==> src/rtl/tlbpt_pkg.sv <==
// tlbpt_pkg: shared types and constants of the page table translator
// no dependencies
package tlbpt_pkg;
    localparam int VA_WIDTH = 20;
    localparam int PA_WIDTH = 18;
    localparam int EVP_WIDTH = 10;

    typedef enum logic [4:0] {
        S_IDLE  = 5'b00001,
        S_LOOK  = 5'b00010,
        S_PICK  = 5'b00100,
        S_SCAN  = 5'b01000,
        S_DONE  = 5'b10000
    } t_state;

    // broadcast from control to the frame cell chain
    typedef struct packed {
        logic touch;
    } t_cell_ctl;
endpackage

==> src/rtl/tlbpt_frame_cell.sv <==
// tlbpt_frame_cell: one frame of the recency chain, holds rank and owner page
// depends on tlbpt_pkg
module tlbpt_frame_cell #(
    parameter int FW = 8,
    parameter int PW = 10
) (
    input  logic                i_clk,
    input  logic                i_used,
    input  logic                i_sel,
    input  logic                i_set_owner,
    input  logic [PW-1:0]       i_owner,
    input  tlbpt_pkg::t_cell_ctl i_ctl,
    input  logic [FW:0]         i_limit,
    output logic [FW-1:0]       o_rank,
    output logic [PW-1:0]       o_owner
);
    logic [FW-1:0] r_rank;
    logic [PW-1:0] r_owner;

    always_ff @(posedge i_clk) begin
        if (i_set_owner && i_sel) begin
            r_owner <= i_owner;
        end
        if (i_ctl.touch) begin
            if (i_sel) begin
                r_rank <= '0;
            end else if (i_used && ({1'b0, r_rank} < i_limit)) begin
                r_rank <= r_rank + 1'b1;
            end
        end
    end

    assign o_rank  = r_rank;
    assign o_owner = r_owner;
endmodule
==> config.mk <==
export PLATFORM = sky130hd
export DESIGN_NAME = tlbpt_frame_cell
export DESIGN_NICKNAME = d
export VERILOG_FILES = /design/src/rtl/tlbpt_pkg.sv /design/src/rtl/tlbpt_frame_cell.sv
export SDC_FILE = /design/constraint.sdc
export NUM_CORES = 1
export LEC_CHECK = 0
export ABC_AREA = 1
export BUFFER_PORTS_ARGS = -buffer_cell sky130_fd_sc_hd__buf_2
export CORE_UTILIZATION = 30
export CTS_BUF_LIST = sky130_fd_sc_hd__clkbuf_8
export DETAILED_ROUTE_END_ITERATION = 8
export GPL_TIMING_DRIVEN = 0
export PLACE_DENSITY = 0.62
export SLEW_MARGIN = 10
export SYNTH_ARGS = -nofsm -noshare
export SYNTH_HDL_FRONTEND = slang
export SYNTH_SLANG_ARGS = --single-unit
export TNS_END_PERCENT = 10
==> constraint.sdc <==
create_clock -name i_clk -period 3.5 [get_ports i_clk]
set_clock_uncertainty 0.2 [all_clocks]
set_input_delay 0.175 -clock i_clk [delete_from_list [all_inputs] [get_ports i_clk]]
set_output_delay 0.175 -clock i_clk [all_outputs]
set_load 0.1 [all_outputs]
==> results of run 1 <==
[area by class of cell]
cell class | instances | area [µm²]
clock inverters | 1 | 3.75
inverters | 19 | 71.3
clock buffers | 3 | 41.3
plain buffers | 1 | 3.75
flip-flops and latches | 18 | 541
fillers | 273 | 1540
multi-input cells | 55 | 318
well taps | 31 | 38.8
repair buffers | 50 | 300
[stage by stage]
stage	setup slack [ns]	cell area (µm²)	power, W	hold WS, ns
detailed placement	1.18	1170	0.000441	0.153
floorplan	0.788	933	0.000407	0.0739
global placement	1.20	1170	0.000438	0.152
CTS	1.18	1320	0.000594	0.181
finish	1.20	1320	0.000588	0.171
global route	1.02	1320	0.000615	0.197
[critical path, delay by kind of cell (launching register included)]
kind | cells | cell delay, ns
AO/OA/AOI/OAI | 1 | 0.60
adder cells (fa/ha/maj) | 1 | 0.33
AND/OR/NAND/NOR | 5 | 0.29
buffers and inverters | 1 | 0.04
flip-flops | 1 | 0.47
[path summary, 6_finish.rpt]
kind | from | to | slack [ns] | depth (start not counted)
worst min-delay path | i_sel | o_rank[1] | 0.17 | 2
worst max register to register | o_rank[4] | o_rank[5] | 1.20 | 8
worst max-delay path | o_rank[4] | o_rank[5] | 1.20 | 8
worst min register to register | o_rank[0] | o_rank[0] | 0.47 | 1
[metal layers]
| layer | wire [µm] | GRT usage |
|---|---|---|
| met5 | 0 | 0 |
| met1 | 827 | 0.150 |
| met3 | 155 | 0.0335 |
| met2 | 799 | 0.201 |
| met4 | 37 | 0.0612 |
[power groups by stage]
stage	clock network, W	logic [W]	registers (W)
final	0.000144	0.000178	0.000266
after global placement	0	0.000168	0.000270
after CTS	0.000149	0.000178	0.000267
after floorplan	0	0.0000348	0.000372
after detailed placement	0	0.000169	0.000271
after global routing	0.000158	0.000189	0.000269
[cells by family (layout without fill, tap and decap cells)]
kind of cell	Yosys count	after routing
DFF	18	18
adders and majority gates	8	8
AOI/OAI and AO/OA	6	6
xor gates and xnor gates	4	4
and+or+nand+nor	37	37
buffers and inverters	20	74
[state kept, by name, indices dropped and copies added, names as in the netlist]
register and cells:
o_owner 10, o_rank 8
[placed cells by master (no fill, tap or decap), drive strengths merged]
cell,count
dlygate4sd3,10
clkbuf,4
inv,19
or2,1
buf,40
nor2,11
nand2,20
clkinv,1
xor2,2
a21oi,5
xnor2,2
o21ai,1
edfxtp,18
nand3,5
ha,8
==> summary.txt, run 1 <==
Outcome
  – Status: finished with violations
  – Failing checks: DRC

STA
  – Period utilization: 0.657
  – RSZ-0062 raised after global routing: false
  – Pins Over Slew Limit: 0
  – Minimum clock period: approximately 2.3 ns
  – Fmax: 435 MHz
  – Setup TNS: 0 ns
  – Rel. slew slack: 0.496
  – Final Hold Viols: 0
  – Final setup viols: 0
  – Worst Tran Pin Value: 0.756 ns

Clock network
  – Root buffer cell: clkbuf_8
  – Hold-fix buffers, CTS: 10
  – Num CTS Buffers: 3
  – Clock buffer depth: 2
  – CTS clk-pin slew, worst paths: ~0.070 ns
  – Setup Buffers After CTS: 0
  – Resized cells post-CTS: 0
  – Clk sinks: 18
  – CTS tree: built
  – Clock latency on the worst-skew pair: roughly 0.25 ns
  – Deepest level of the CTS H-tree: 1

Run
  – Max-cap violations: 0

Power and ir drop
  – Sequential power share: 0.453
  – Pwr per Cell Area: between 400 and 500 nW/µm²
  – Sw Pwr: about 0.00021 W
  – Clock Power Share: 0.245
  – Leakage: between 0.6 and 0.7 nW
  – Peak VDD IR: ~0.24 mV
  – Switch share: 0.363
  – Comb pwr share: 0.302
  – Internal power: 0.000374 W

Logic synthesis
  – Largest family of logic cells by synthesized area: simple AND/OR/NAND/NOR gates
  – Post-synth top area share: 0.579
  – Netlist cell types: 14
  – Yosys top cell by area: edfxtp_1
  – XOR/XNOR Fraction of Synth Area: 0.0375
  – Seq/Total Area, Yosys: 0.579
  – Post-synth net total: ~130
  – Post-synth ARST share: 0
  – Commonest cells in the netlist: 20 x nand2_1, 18 x edfxtp_1, 18 x inv_1
  – Warnings from Yosys: 0
  – Post-Synth Simple-Gate Area: 0.164
  – Mapped cell area: between 900 and 1000 µm²
  – Avg Inst Size Synth: roughly 10 µm²
  – Post-synth top flop: edfxtp_1
  – Count leader, synth: nand2_1
  – Synth top area cells: edfxtp_1 58%, ha_1 11%, nand2_1 8.0%
  – Compound-cell area share of the yosys netlist: 0.0322
  – EDFF count, synth: 18
  – Mux share of post-synthesis cell area: 0
  – Synth Area in Adders: 0.107
  – Post-synthesis cell count: 93
  – Yosys reg bits: 18

Floorplanning
  – # IOs: between 40 and 50
  – Initial Util: 0.327
  – Core ar.: 2850 µm²
  – Row cnt: 19
  – Die height: between 50 and 60 µm
  – Die Span X: just under 60 µm
  – Full die area: between 3000 and 4000 µm²

Placement
  – Placed cells: between 150 and 200
  – Gpl congestion: a little under 0.8
  – Post-DP HPWL: ~1.3 mm
  – Port Buf Inserts: 40

Setup path
  – Worst Path Arrival: between 1.5 and 2 ns
  – Worst path max stage delay: roughly 0.6 ns
  – Crit path top cell by count: nand2_1
  – CP Class: register to register
  – Startpoint Class: register
  – Slowest CP cell: a21oi_1
  – Worst Path Max Fanout: 8
  – CP cell instances: ha_1 -> nand2_1 -> inv_1 -> nand2_1 -> nand2_1 -> nand2_1 -> nand3_1 -> a21oi_1
  – Worst EP required: roughly 3.2 ns
  – CP endpoint kind: register

Final layout
  – Share of layout cells above drive strength 1: 0.306
  – Final Non-Filler Cells: between 150 and 200
  – Area grow syn2layout: 41.2%
  – Antenna cell count: 0
  – Nets: 180
  – Final core occ: 0.462

Global routing
  – First-pass GRT wire length: ~3.1 mm
  – Vias in the first global route: around 740
  – Largest net degree at the start of global routing: 11
  – Initial antenna violation count: 0
  – GRT Total Usage: 0.123
  – Total congestion overflow: 0

Detailed routing
  – Post-route ant nets: 0
  – Via density: ~4.3
  – Detailed-route via count: approximately 770
  – TritonRoute pass-1 iters: 6
  – Iteration-0 DRC Markers: 27
  – Drt total wl: between 1.5 and 2 mm
  – Post-DR wirelength/cell: 10.2 µm
  – # DRC: 5

Min path
  – Worst Hold Class: primary input to register
Power figures use the tool's default switching activity.
==> run 2, diff against run 1 <==
Settings changed: ABC_AREA 1 to 0, PLACE_DENSITY 0.62 to 0.65.
Clock period 3.5 ns to 1.9 ns, I/O delays scaled along.
==> summary.txt, run 2 <==
Clock network
  – Clock buffer depth: 2 (unchanged)
  – CTS clk-pin slew, worst paths: 0.07 ns (about the same)
  – Num CTS Buffers: 3 (unchanged)
  – Root buffer cell: clkbuf_8
  – Clock latency on the worst-skew pair: 0.25 ns (about the same)
  – CTS tree: built
  – Clk sinks: 18 (unchanged)
  – Deepest level of the CTS H-tree: 1 (unchanged)

Detailed routing
  – # DRC: 0 (-5)
  – Post-route ant nets: 0 (unchanged)
  – Post-DR wirelength/cell: 11.7 µm (+14%)
  – Detailed-route via count: 733 (-4.7%)
  – Iteration-0 DRC Markers: 9 (-67%)
  – Drt total wl: 1.89 mm (+3.7%)
  – TritonRoute pass-1 iters: 2 (-4)
  – Via density: 4.52 (+4.7%)

Placement
  – Placed cell area: 1130 µm² (-3.4%)
  – Port Buf Inserts: 41 (+2.5%)
  – Gpl congestion: 0.695 (-9.9%)
  – Placed cells: 140 (-15%)
  – Post-DP HPWL: 1.30 mm (-3.2%)

Logic synthesis
  – Count leader, synth: edfxtp_1
  – EDFF count, synth: 18 (unchanged)
  – Post-synth top area share: 0.615 (+0.0354)
  – Post-synth net total: 100 (-20%)
  – Commonest cells in the netlist: 18 x edfxtp_1, 8 x ha_1, 7 x inv_1
  – Mapped cell area: 880 µm² (-5.8%)
  – Synth top area cells: edfxtp_1 61%, ha_1 11%, inv_1 3.0%
  – Post-synth top flop: edfxtp_1
  – Avg Inst Size Synth: 12.9 µm² (+29%)
  – Yosys reg bits: 18 (unchanged)
  – Seq/Total Area, Yosys: 0.615 (+0.0354)
  – Post-synthesis cell count: 68 (-27%)
  – Post-synth ARST share: 0 (unchanged)
  – Warnings from Yosys: 0 (unchanged)
  – Netlist cell types: 22 (+8)
  – Yosys top cell by area: edfxtp_1

Floorplanning
  – Full die area: 3150 µm² (-5.6%)
  – Initial Util: 0.319 (-0.00823)
  – Row cnt: 19 (unchanged)
  – Die Span X: 56.1 µm (-2.8%)
  – # IOs: 42 (unchanged)
  – Core ar.: 2760 µm² (-3.3%)
  – Die height: 56.1 µm (-2.8%)

Final layout
  – Largest register FFs: 10 (unchanged)
  – Final Non-Filler Cells: 162 (-9.0%)
  – Commonest non-fill, non-tap cells in the layout: 41 x buf_2, 18 x edfxtp_1, 10 x dlygate4sd3_1
  – Multi-input logic area: 375 µm² (+18%)
  – Post-Layout Inst Area: 1400 µm² (+5.9%)
  – Fillcell total: 260 (-4.8%)
  – Final core occ: 0.506 (+0.0441)
  – Antenna cell count: 0 (unchanged)
  – Area grow syn2layout: 58.6%
  – Share of layout cells above drive strength 1: 0.473 (+0.167)
  – Most common cell after layout, fill and taps aside: buf_2
  – Nets: 164 (-8.9%)
  – Register area: 541 µm² (unchanged)

Setup path
  – Worst flop-to-flop path startpoint: o_rank[6]
  – Setup crit start: o_rank[6]
  – Slowest CP cell: edfxtp_1
  – Worst Path Arrival: 1.63 ns (-0.35 ns)
  – CP Class: register to register
  – CP endpoint kind: register
  – Worst path max stage delay: 0.44 ns (-0.16 ns)
  – Worst EP required: 1.65 ns (-1.53 ns)
  – CP cell instances: ha_4 -> a21o_1 -> a21oi_2 -> o21a_1 -> o221a_4
  – Worst Path Max Fanout: 8 (unchanged)
  – Startpoint Class: register

Global routing
  – GRT Total Usage: 0.126 (+0.00325)
  – Total congestion overflow: 0 (unchanged)
  – Largest net degree at the start of global routing: 11 (unchanged)
  – Vias in the first global route: 706 (-5.1%)
  – Initial antenna violation count: 0 (unchanged)
  – First-pass GRT wire length: 3.06 mm (-1.4%)

STA
  – Setup TNS: 0 ns (unchanged)
  – Worst Tran Pin Value: 0.493 ns (-0.263 ns)
  – Period utilization: 0.991 (+0.334)
  – Final setup viols: 0 (unchanged)
  – Minimum clock period: 1.88 ns (-0.416 ns)
  – Fin Hold WS: 0.0853 ns (-0.0857 ns)
  – Fmax: 531 MHz (+22%)
  – Rel. slew slack: 0.674 (+0.177)
  – RSZ-0062 raised after global routing: true
  – Final Hold Viols: 0 (unchanged)
  – Pins Over Slew Limit: 0 (unchanged)

Power and ir drop
  – Leakage: 0.623 nW (-4.4%)
  – Pwr per Cell Area: 800 nW/µm² (+79%)
  – Peak VDD IR: 0.576 mV (+140%)

Outcome
  – Status: complete, no violations

Run
  – Max-cap violations: 0 (unchanged)

Min path
  – Min-delay src: i_ctl
  – Worst Hold Class: primary input to register
## run 2: cell types whose count changed in the layout (fill, tap and decap cells not counted), moves of 5 or more
cell and delta:
buf_4 +8, inv_1 -11, nand2_1 -16, nor2_1 -5
## run 2: routing by layer
| layer | share of wire | track usage | vias up | wire (µm) |
|---|---|---|---|---|
| met5 | 0 | 0 | - | 0 |
| met4 | 0.015 | 0.0523 | 0 | 28 |
| met3 | 0.041 | 0.0233 | 4 | 78 |
| met2 | 0.52 | 0.230 | 18 | 980 |
| met1 | 0.42 | 0.144 | 341 | 800 |
| li1 | - | - | 370 | - |
## run 2: worst paths after layout
path | endpoint | slack [ns] | cells past startpoint
setup / recovery | o_rank[5] | 0.02 | 5
setup reg to reg | o_rank[5] | 0.02 | 5
hold reg to reg | o_rank[0] | 0.48 | 1
hold / removal | o_rank[4] | 0.09 | 2
## run 2: power breakdown
| part | leakage, nW | switching [W] | internal, W |
|---|---|---|---|
| sequential | 0.173 | 0.0000157 | 0.000470 |
| combinational | 0.427 | 0.000263 | 0.000104 |
| clock | 0.0231 | 0.000119 | 0.000143 |
## run 2: cells by family (layout without fill, tap and decap cells)
| logic type | after synthesis | count (layout) | share of synthesized area |
|---|---|---|---|
| xor gates and xnor gates | 5 | 5 | 0.0498 |
| buffers and inverters | 8 | 71 | 0.0341 |
| AOI/OAI and AO/OA | 10 | 10 | 0.0740 |
| and+or+nand+nor | 19 | 19 | 0.114 |
| adders and majority gates | 8 | 8 | 0.114 |
| DFF | 18 | 18 | 0.615 |
## run 2: final cells by class
cell class,instances,share of cell area
inverter,7,0.0188
clock buffer,3,0.0296
sequential,18,0.387
timing repair buffer,59,0.262
clock inverter,1,0.00269
buffer,1,0.00269
tap,31,0.0278
multi-input combinational,42,0.269
## run 2: critical path, delay by kind of cell, from the launching register on
family | cells | cell delay [ns]
AO/OA/AOI/OAI | 4 | 0.70
adder cells (fa/ha/maj) | 1 | 0.24
flip-flops | 1 | 0.44
## run 2: stage by stage
stage                     worst slack [ns]  power, W
after floorplan                     -0.586  0.000749
after global placement              -0.103  0.000806
after detailed placement            -0.113  0.000813
after CTS                          0.00546   0.00111
after global routing               -0.0604   0.00116
final                               0.0179   0.00112
## run 2: what timing repair did
item,in CTS,in global routing
hold buffers,10,0
resized for setup,2,5
setup buffers,5,3
endpoints found under the hold margin,10,0
endpoints found under the setup margin,8,8
pin swaps,6,3
==> run 3, diff against run 2 <==
Settings changed: CELL_PAD_IN_SITES_DETAIL_PLACEMENT set to 0, CELL_PAD_IN_SITES_GLOBAL_PLACEMENT set to 1, PLACE_DENSITY 0.65 to 0.79, REMOVE_ABC_BUFFERS set to 1, SETUP_SLACK_MARGIN set to 0.15.
==> summary.txt, run 3 (synthesis results as in run 2) <==
Clock network
  – Root buffer cell: clkbuf_8
  – Num CTS Buffers: 3 (unchanged)
  – CTS tree: built
  – Deepest level of the CTS H-tree: 1 (unchanged)
  – Clk sinks: 18 (unchanged)
  – CTS clk-pin slew, worst paths: 0.07 ns (about the same)
  – Clock latency on the worst-skew pair: 0.25 ns (about the same)
  – Clock buffer depth: 2 (unchanged)

Final layout
  – Post-Layout Inst Area: 1420 µm² (+2.0%)
  – Nets: 164 (unchanged)
  – Most common cell after layout, fill and taps aside: buf_2
  – Share of layout cells above drive strength 1: 0.496 (+0.0229)
  – Largest register FFs: 10 (unchanged)
  – Fillcell total: 261 (+0.38%)
  – Area grow syn2layout: 61.7%
  – Multi-input logic area: 395 µm² (+5.3%)
  – Register area: 541 µm² (unchanged)
  – Final Non-Filler Cells: 162 (unchanged)
  – Antenna cell count: 0 (unchanged)
  – Commonest non-fill, non-tap cells in the layout: 41 x buf_2, 18 x edfxtp_1, 10 x dlygate4sd3_1

STA
  – Setup TNS: 0 ns (unchanged)
  – Minimum clock period: 1.88 ns (-0.00573 ns)
  – Period utilization: 0.988 (-0.00302)
  – Fmax: 533 MHz (+0.31%)
  – Pins Over Slew Limit: 0 (unchanged)
  – Rel. slew slack: 0.666 (-0.00764)
  – Worst Tran Pin Value: 0.505 ns (+0.0115 ns)
  – RSZ-0062 raised after global routing: true
  – Final Hold Viols: 0 (unchanged)
  – Final setup viols: 0 (unchanged)
  – Setup ws final: 0.0236 ns (+0.00573 ns)

Floorplanning
  – Row cnt: 19 (unchanged)
  – # IOs: 42 (unchanged)
  – Initial Util: 0.319 (unchanged)
  – Core ar.: 2760 µm² (unchanged)
  – Die Span X: 56.1 µm (unchanged)
  – Full die area: 3150 µm² (unchanged)
  – Die height: 56.1 µm (unchanged)

Power and ir drop
  – Leakage: 0.632 nW (+1.4%)
  – Peak VDD IR: 0.536 mV (-6.9%)
  – Pwr Total: 0.00113 W (+1.4%)
  – Pwr per Cell Area: 795 nW/µm² (-0.59%)

Min path
  – Worst Hold Class: primary input to register

Placement
  – Post-DP HPWL: 1.31 mm (+0.70%)
  – Placed cell area: 1120 µm² (-1.1%)
  – Placed cells: 139 (-0.71%)
  – DP Worst Slack: -0.191 ns (-0.0775 ns)
  – Gpl congestion: 0.725 (+4.3%)
  – Port Buf Inserts: 41 (unchanged)

Outcome
  – Status: complete, no violations

Setup path
  – Worst Path Max Fanout: 8 (unchanged)
  – Startpoint Class: register
  – CP endpoint kind: register
  – Worst Path Arrival: 1.67 ns (+0.04 ns)
  – Worst EP required: 1.69 ns (+0.04 ns)
  – CP Class: register to register

Detailed routing
  – Post-route ant nets: 0 (unchanged)
  – Detailed-route via count: 738 (+0.68%)
  – Iteration-0 DRC Markers: 9 (unchanged)
  – # DRC: 0 (unchanged)
  – Via density: 4.56 (+0.68%)
  – Post-DR wirelength/cell: 12.9 µm (+10%)
  – TritonRoute pass-1 iters: 4 (+2)
  – Drt total wl: 2.08 mm (+10%)

Global routing
  – Total congestion overflow: 0 (unchanged)
  – Initial antenna violation count: 0 (unchanged)
  – First-pass GRT wire length: 3.28 mm (+7.5%)
  – GRT Total Usage: 0.135 (+0.00911)
  – Vias in the first global route: 775 (+9.8%)
  – Largest net degree at the start of global routing: 12 (+1)

Run
  – Max-cap violations: 0 (unchanged)
[run 3: worst paths after layout]
kind,from,to,slack (ns),depth (start not counted)
min reg2reg,o_rank[0],o_rank[0],0.51,1
min,i_sel,o_rank[0],0.06,2
max,o_rank[5],o_rank[5],0.02,4
max reg2reg,o_rank[5],o_rank[5],0.02,4
[run 3: stage by stage]
step	util	hold WS (ns)
4_1_cts	0.470	0.0431
3_5_place_dp	0.406	0.0731
2_1_floorplan	-	-0.00613
3_3_place_gp	0.406	0.0722
5_1_grt	0.516	0.0671
6_report	0.516	0.0557
[run 3: area by class of cell]
type                       instances  area share
clock inverter                     1     0.00264
inverter                           7      0.0185
multi-input combinational         42       0.278
clock buffer                       3      0.0290
tap                               31      0.0273
sequential                        18       0.380
timing repair buffer              60       0.265
[run 3: power by group]
part	total, W	leakage [nW]	switching (W)	internal (W)
registers	0.000487	0.173	0.0000163	0.000470
clock network	0.000266	0.0231	0.000123	0.000143
logic	0.000378	0.436	0.000268	0.000110
total	0.00113	0.632	0.000407	0.000724
[run 3: critical path: stages, from the launching register on]
cell and delay [ns]:
edfxtp_1 0.42, ha_1 0.29, nor4bb_4 0.27, nand2_1 0.10
o221a_4 0.35
[run 3: timing repair]
action | in CTS | in global routing
pin swaps | 3 | 5
buffers inserted | 3 | 6
hold buffers | 10 | 0
gates resized for setup | 2 | 12
endpoints found under the setup margin | 8 | 9
endpoints found under the hold margin | 10 | 0
[run 3: metal layers]
metal / global-route usage / vias to the layer above / wire length [µm]
met5: 0 / - / 0
met4: 0.0871 / 0 / 55
met3: 0.0163 / 6 / 81
met2: 0.228 / 22 / 1070
met1: 0.163 / 342 / 879
li1: - / 368 / -
